### src/sv/iat_pkg.sv
`default_nettype none
package iat_pkg;

  localparam int SPAN_LIMIT_DEF = 10;

  localparam logic [2:0] CLS_ALU   = 3'h4;
  localparam logic [2:0] CLS_ALU64 = 3'h7;

  localparam logic [3:0] OP_ADD  = 4'h0;
  localparam logic [3:0] OP_SUB  = 4'h1;
  localparam logic [3:0] OP_MUL  = 4'h2;
  localparam logic [3:0] OP_DIV  = 4'h3;
  localparam logic [3:0] OP_OR   = 4'h4;
  localparam logic [3:0] OP_AND  = 4'h5;
  localparam logic [3:0] OP_LSH  = 4'h6;
  localparam logic [3:0] OP_RSH  = 4'h7;
  localparam logic [3:0] OP_NEG  = 4'h8;
  localparam logic [3:0] OP_MOD  = 4'h9;
  localparam logic [3:0] OP_XOR  = 4'hA;
  localparam logic [3:0] OP_MOV  = 4'hB;
  localparam logic [3:0] OP_ARSH = 4'hC;
  localparam logic [3:0] OP_END  = 4'hD;

  localparam logic [2:0] K_NOINIT  = 3'd0;
  localparam logic [2:0] K_NUM     = 3'd1;
  localparam logic [2:0] K_UNKNOWN = 3'd2;
  localparam logic [2:0] K_BOT     = 3'd3;

  function automatic logic op_supported(input logic [7:0] op);
    logic ok;
    ok = 1'b0;
    if (op[2:0] == CLS_ALU || op[2:0] == CLS_ALU64) begin
      if (op[7:4] == OP_NEG) ok = !op[3];
      else if (op[7:4] == OP_END) ok = (op[2:0] == CLS_ALU);
      else ok = (op[7:4] <= OP_ARSH);
    end
    return ok;
  endfunction

  function automatic logic reads_src(input logic [7:0] op);
    return op[3] && op[7:4] != OP_NEG && op[7:4] != OP_END;
  endfunction

  function automatic logic corner_bounded(input logic [3:0] code);
    return code <= OP_MUL || code == OP_OR || code == OP_AND || code == OP_LSH
        || code == OP_RSH || code == OP_ARSH;
  endfunction

  function automatic logic [2:0] result_kind(input logic [7:0] op, input logic [2:0] dk,
                                             input logic [2:0] sk);
    logic rg;
    logic [2:0] k;
    rg = reads_src(op);
    if (rg && sk == K_NOINIT) k = K_BOT;
    else if (dk == K_NOINIT) k = K_BOT;
    else if (dk == K_UNKNOWN) k = K_UNKNOWN;
    else if (!rg && (op[7:4] == OP_ADD || op[7:4] == OP_SUB)) k = dk;
    else if (rg && op[7:4] == OP_ADD) begin
      if (dk == K_NUM && sk == K_NUM) k = K_NUM;
      else if (sk == K_NUM) k = dk;
      else if (dk == K_NUM) k = sk;
      else k = K_UNKNOWN;
    end else if (rg && op[7:4] == OP_SUB) k = (sk == dk) ? K_NUM : K_UNKNOWN;
    else k = (dk == K_NUM && (!rg || sk == K_NUM)) ? K_NUM : K_UNKNOWN;
    return k;
  endfunction

endpackage
`default_nettype wire

### src/sv/iat_eval.sv
`default_nettype none
module iat_eval (
  input  wire logic        clk,
  input  wire logic        rst,
  input  wire logic        start,
  input  wire logic [7:0]  op,
  input  wire logic [63:0] ix,
  input  wire logic [63:0] d,
  input  wire logic [63:0] s,
  output logic             fin,
  output logic [63:0]      r
);

  logic        run;
  logic [7:0]  op_r;
  logic [63:0] ix_r;
  logic [63:0] a;
  logic [63:0] b;
  logic [63:0] acc;
  logic [6:0]  cnt;

  logic        is64;
  logic [3:0]  code;
  logic [63:0] bsel;
  logic [5:0]  sh;
  logic [64:0] rem_sh;
  logic        ge;
  logic [63:0] one_v;
  logic [63:0] sw64;
  logic [31:0] ar32;

  assign is64   = (op_r[2:0] == iat_pkg::CLS_ALU64);
  assign code   = op_r[7:4];
  assign bsel   = op[3] ? s : ix;
  assign sh     = is64 ? b[5:0] : {1'b0, b[4:0]};
  assign rem_sh = {acc, a[63]};
  assign ge     = (rem_sh >= {1'b0, b});
  assign sw64   = {a[7:0], a[15:8], a[23:16], a[31:24],
                   a[39:32], a[47:40], a[55:48], a[63:56]};
  assign ar32   = $signed(a[31:0]) >>> sh[4:0];

  function automatic logic [63:0] fmask(input logic w64, input logic [63:0] v);
    return w64 ? v : {32'b0, v[31:0]};
  endfunction

  always_comb begin
    case (code)
      iat_pkg::OP_ADD:  one_v = a + b;
      iat_pkg::OP_SUB:  one_v = a - b;
      iat_pkg::OP_OR:   one_v = a | b;
      iat_pkg::OP_AND:  one_v = a & b;
      iat_pkg::OP_LSH:  one_v = a << sh;
      iat_pkg::OP_RSH:  one_v = a >> sh;
      iat_pkg::OP_NEG:  one_v = 64'd0 - a;
      iat_pkg::OP_XOR:  one_v = a ^ b;
      iat_pkg::OP_ARSH: one_v = is64 ? 64'($signed(a) >>> sh) : {32'b0, ar32};
      iat_pkg::OP_END: begin
        if (ix_r == 64'd16) one_v = op_r[3] ? {48'b0, a[7:0], a[15:8]} : {48'b0, a[15:0]};
        else if (ix_r == 64'd32)
          one_v = op_r[3] ? {32'b0, a[7:0], a[15:8], a[23:16], a[31:24]} : {32'b0, a[31:0]};
        else if (ix_r == 64'd64) one_v = op_r[3] ? sw64 : a;
        else one_v = a;
      end
      default: one_v = a;
    endcase
  end

  always_ff @(posedge clk) begin
    if (rst) begin
      run <= 1'b0;
      fin <= 1'b0;
    end else begin
      fin <= 1'b0;
      if (start) begin
        op_r <= op;
        ix_r <= ix;
        if (op[7:4] == iat_pkg::OP_END || op[2:0] == iat_pkg::CLS_ALU64) a <= d;
        else a <= {32'b0, d[31:0]};
        b   <= (op[2:0] == iat_pkg::CLS_ALU64) ? bsel : {32'b0, bsel[31:0]};
        acc <= 64'd0;
        cnt <= 7'd0;
        run <= 1'b1;
      end else if (run) begin
        if (code == iat_pkg::OP_MUL) begin
          if (cnt == 7'd64) begin
            r   <= fmask(is64, acc);
            fin <= 1'b1;
            run <= 1'b0;
          end else begin
            if (b[0]) acc <= acc + a;
            a   <= a << 1;
            b   <= b >> 1;
            cnt <= cnt + 7'd1;
          end
        end else if (code == iat_pkg::OP_DIV || code == iat_pkg::OP_MOD) begin
          if (cnt == 7'd64) begin
            if (code == iat_pkg::OP_DIV) r <= (b == 64'd0) ? 64'd0 : fmask(is64, a);
            else r <= fmask(is64, acc);
            fin <= 1'b1;
            run <= 1'b0;
          end else begin
            acc <= ge ? 64'(rem_sh - {1'b0, b}) : rem_sh[63:0];
            a   <= {a[62:0], ge};
            cnt <= cnt + 7'd1;
          end
        end else begin
          r   <= (code == iat_pkg::OP_END) ? one_v : fmask(is64, one_v);
          fin <= 1'b1;
          run <= 1'b0;
        end
      end
    end
  end

endmodule
`default_nettype wire

### config.mk
export PLATFORM = sky130hd
export DESIGN_NAME = iat_eval
export DESIGN_NICKNAME = d
export VERILOG_FILES = /design/src/sv/iat_pkg.sv /design/src/sv/iat_eval.sv
export SDC_FILE = /design/constraint.sdc
export NUM_CORES = 2
export LEC_CHECK = 0
export ABC_AREA = 1
export BUFFER_PORTS_ARGS = -buffer_cell sky130_fd_sc_hd__buf_2
export CAP_MARGIN = 15
export CORE_UTILIZATION = 25
export CTS_CLUSTER_SIZE = 40
export DETAILED_ROUTE_END_ITERATION = 12
export PLACE_DENSITY = 0.36
export SLEW_MARGIN = 20
export SYNTH_ARGS = -nofsm -noshare
export SYNTH_HDL_FRONTEND = slang
export SYNTH_SLANG_ARGS = --single-unit
### constraint.sdc
create_clock -name clk -period 27.4 [get_ports clk]
set_input_delay 8.22 -clock clk [delete_from_list [all_inputs] [get_ports clk]]
set_output_delay 8.22 -clock clk [all_outputs]
set_load 0.005 [all_outputs]
; Word-level counts from Yosys, hierarchy flattened
; Index checks and enable logic that the tools add are counted.
[totals]
ramBits = 0
in_bits = 203
elab_cells = 114
output_inout_bits = 65
mem_bits_ro = 0
n_memories = 0
latchBits = 0
ff_bits = 337
[classes]
reduce_logical = 14
n_lt_le_gt_ge = 1
n_mul = 0
mux = 51
addsub = 6
n_bitwise = 6
div = 0
eq_ne = 23
shift = 4
[ops]
columns = cell, n
row1 = $mux W64, 35
row2 = $pmux W64 S10, 1
row3 = $add A64 B64 Y64, 2
row4 = $sub A64 B64 Y64, 2
row5 = $ge A65 B64 Y1, 1
row6 = $and A64 B64 Y64, 1
row7 = $eq A64 B5 Y1 const B, 1
row8 = $eq A64 B6 Y1 const B, 1
row9 = $eq A64 B7 Y1 const B, 1
row10 = $logic_not A64 Y1, 1
row11 = $or A64 B64 Y64, 1
row12 = $shl A64 B6 Y64, 1
row13 = $shr A64 B6 Y64, 1
row14 = $sshr A64 B6 Y64, 1
row15 = $sub A1 B64 Y64 const A, 1
row16 = $xor A64 B64 Y64, 1
row17 = $mux W32, 1
row18 = $sshr A32 B5 Y32, 1
row19 = $mux W7, 4
row20 = $eq A4 B4 Y1 const B, 6
row21 = $eq A4 B3 Y1 const B, 4
row22 = $mux W16, 1
row23 = $reduce_and A5 Y1, 2
row24 = $eq A4 B2 Y1 const B, 2
row25 = 18 further kinds, 32

; Longest topological paths before layout
[depth]
word_depth = 9
ltp_mapped = 33
mapped_depth_nobuf = 30

; Worst setup path before layout
; No wires, ideal clock.
[synth_path]
kind = input to register
start = input start
end = register acc[0], enable pin
cell_stages = 5
arrival_ns = 15.143
setup_time_ns = 0.427
required_ns = 26.973
path_buffers = 2
setup_slack_ns = 11.830
path_cell_list = clkbuf_1 clkbuf_1 nor2_1 nor3_1 o21a_1
[synth_between]
elab_chain_cells = 2
elab_cells_between_ends = 5
classes_between = eq/ne (2) / reduce/logical (3)
[synth_lines]
columns = item, line_no
row1 = "start, declared", iat_eval.sv:5  ; input wire logic start,
row2 = $ne A3 B3 Y1 (no source line) (tied with other cells), --
row3 = $reduce_and A5 Y1 (no source line) (*), --
row4 = "end signal, assigned", iat_eval.sv:90  ; if (b[0]) acc <= acc + a;
row5 = "end signal, assigned", iat_eval.sv:102  ; acc <= ge ? 64'(rem_sh - {1'b0, b}) : rem_sh[63:0];
row6 = "end, declared", iat_eval.sv:19  ; logic [63:0] acc;
; Every way passes the cells marked *; elsewhere a longest branch is shown, timed or not.
; A chain may end at the register's enable or synchronous reset.

; Worst setup path after layout
[layout_path]
start = input start
end = register acc[54], enable pin
; Same word-level chain as after synthesis.

==> results.md <==
- Chip width: 451 um
- Ys flop type: edfxtp_1
- Iter 0 DRT Violations: about 9200
- RD Place Congestion: 1.05
- Mapped Area: 50400 sq um
- R2R setup slack: roughly 20 ns
- Unique masters post-synth: 61
- Crit-path max FO: 55
- PortBufs: around 270
- Largest net degree at the start of global routing: approximately 110
- Commonest non-fill, non-tap cell in the layout: nand2_1
- Arr. time, crit path: around 12 ns
- Number of warnings issued by yosys: 0
- DRC: 2
- CTS sink cnt: 337
- Wire per inst: approximately 38 um
- CTS tree: built
- Pre-Repair DR Iteration Count: 12
- Clock Tree Buf Depth: 3
- Initial Utilization: between 20% and 30%
- Crit path capture type: flip-flop
- Worst Skew: around 0.032 ns
- # setup viols final: 0
- Num ports: 268
- Outcome: finished with violations
- RSZ-0062 raised after global routing: false
- Hold path depth: 1
- Min-delay src: run
- Vias after detailed routing: between 60000 and 70000
- Root Buffer: clkbuf_16
- First-pass GRT wire length: approximately 570000 um
- Worst-path clk slew: around 0.06 ns
- Hold EP: fin
- Achievable Freq: about 86 MHz
- Post-Route WL: about 430000 um
- EDFF count, synth: around 340
- Die area: around 200000 sq um
- Slew HR: between 10% and 20%
- Post-Syn Nets: just over 9000
- Req. time, crit path: ~28 ns
- Most frequent cells in the layout: nand2_1 (2398), nand3_1 (1197), nor2_1 (1046)
- Worst Tran Pin Value: approximately 1.3 ns
- Vias in the first global route: 62173
- Setup CP Type: input port to flip-flop
- Crit path launch: start
- Area delta synth->final: 12.0%
- Post-CTS Hold Buffers: 0
- Top cells by area, synth: edfxtp_1 (20%), nand2_1 (18%), nand3_1 (12%)
- Fin. Hold Viols: 0
- Synth Area per Inst: ~6 sq um
- Share of post-route cells with drive strength above 1: under 10%
- Violated checks: DRC
- Sequential share of the synthesized area: between 20% and 30%
- Tmin final: roughly 12 ns
- Post-synthesis instance total: around 8600
- Max Cap Viol: 0
- # Post-CTS Setup Buffers: 0
- Worst VDD drop: approximately 0.044 mV
- Worst r2r src: b[1]
- RR Endpoint: r[27]
- Hold_ws: 0.487 ns
- Leak Pwr: ~0.025 uW
- Placeable Area: ~200000 sq um
- Post-synth ARST share: 0%
- H-tree depth: 2
- Fillers: approximately 23000
- Setup TNS Final: 0 ns
- Post-synth top area share: approximately 20%
- Power Dens Cells: between 40 and 50 nW/um^2
- Initial antenna violation count: 38
- CTS buffer count: between 40 and 50
- DP HPWL: 357000 um
- GRT overflow: 0
- Routed vias/inst: a little under 6
- Reg area: ~10000 sq um
- R2r worst-path depth: 27
- Rows: about 160
- Worst setup SP type: input port
- Clock latency on the worst-skew pair: approximately 0.67 ns
- Nets: ~9300
- Slew Viols, Final: 0
- Synth Register Bits: 337
- Worst Hold Class: flip-flop to flip-flop
- Multi-input gate area: between 30000 and 40000 sq um
- Die H: about 450 um
- Post-cts sizing count: 0
- Final critical-path share of the clock period: between 40% and 50%
- Final antenna-violating net count: 0
- Largest area contributor in the netlist: edfxtp_1
- Gr usage total: ~40%
final cells by class:
type / instances / share of cell area (%)
clock buffers: 56 / 2.08
repair buffers: 468 / 5.07
inverters: 792 / 5.28
diodes: 21 / 0.0930
multi-input cells: 7114 / 63.4
flip-flops and latches: 337 / 17.9
well taps: 2656 / 5.88
clock inverters: 22 / 0.359
worst max-delay path, stage by stage:
cell	delay, ns
buf_8	0.30
nor2_1	0.24
inv_1	0.73
nor2_1	0.27
nor3_2	0.46
buf_4	0.54
o21a_4	0.35
buf_4	0.60
metrics by stage:
step	worst slack [ns]	total power (uW)	util [%]	cells	instance area [sq um]
6_report	15.80	2270	28.2	11466	56500
5_1_grt	15.71	2330	28.2	11451	56500
4_1_cts	15.87	2240	28.2	11445	56500
3_5_place_dp	15.17	1650	27.5	11367	55100
3_3_place_gp	15.16	1660	27.5	11367	55100
2_1_floorplan	11.83	1150	-	8638	50400
routing by layer:
layer  GRT usage [%]  wire [um]  up-vias
met2            63.4     188000     3645
li1                -          -    29400
met3            6.99      35000      839
met4            26.9      33700        8
met5               0         47        -
met1            52.3     178000    32661
how the worst max path moves through the flow:
stage          endpoint  depth (start not counted)
4_1_cts         acc[52]                          8
3_3_place_gp    acc[52]                          8
3_5_place_dp    acc[52]                          8
6_report        acc[54]                          8
2_1_floorplan    acc[0]                          5
5_1_grt         acc[51]                          8
flip-flops by register name, indices dropped and copies added, names as in the netlist:
name / cells
op_r: 8
ix_r: 64
cnt: 7
run: 1
a: 64
r: 64
acc: 64
fin: 1
b: 64
cells by family (layout without fill, tap and decap cells):
kind of cell    count (synthesis)  count (layout)  synth area share [%]
simple gates                 5071            5071                  43.0
other cells                     0              21                     0
xor+xnor                      129             129                  2.24
compound gates               1587            1587                  17.2
fa+ha+maj                     327             327                  8.15
buf+inv                      1187            1338                  9.36
flops                         337             337                  20.0
power breakdown:
| group | total [uW] | internal (uW) | switching, uW |
|---|---|---|---|
| combinational | 1050 | 244 | 801 |
| clock | 583 | 317 | 266 |
| sequential | 641 | 604 | 36.5 |
synth_stat cells (all sizes together) (16+ instances only):
cell type  count
nand4        148
nand2       2415
o22ai         37
nand3       1204
o211ai        48
o32ai         31
buf          197
nor2        1092
edfxtp       335
o21a          16
o21ai        660
clkinv        17
clkbuf       198
nor3          86
a21o          19
ha           324
a211oi        24
and2          22
inv          775
a21oi        649
xor2          94
o21bai        31
a31oi         19
nor4          29
nand3b        41
xnor2         35
or2           27
No activity file was read; power rests on OpenSTA's default activity.
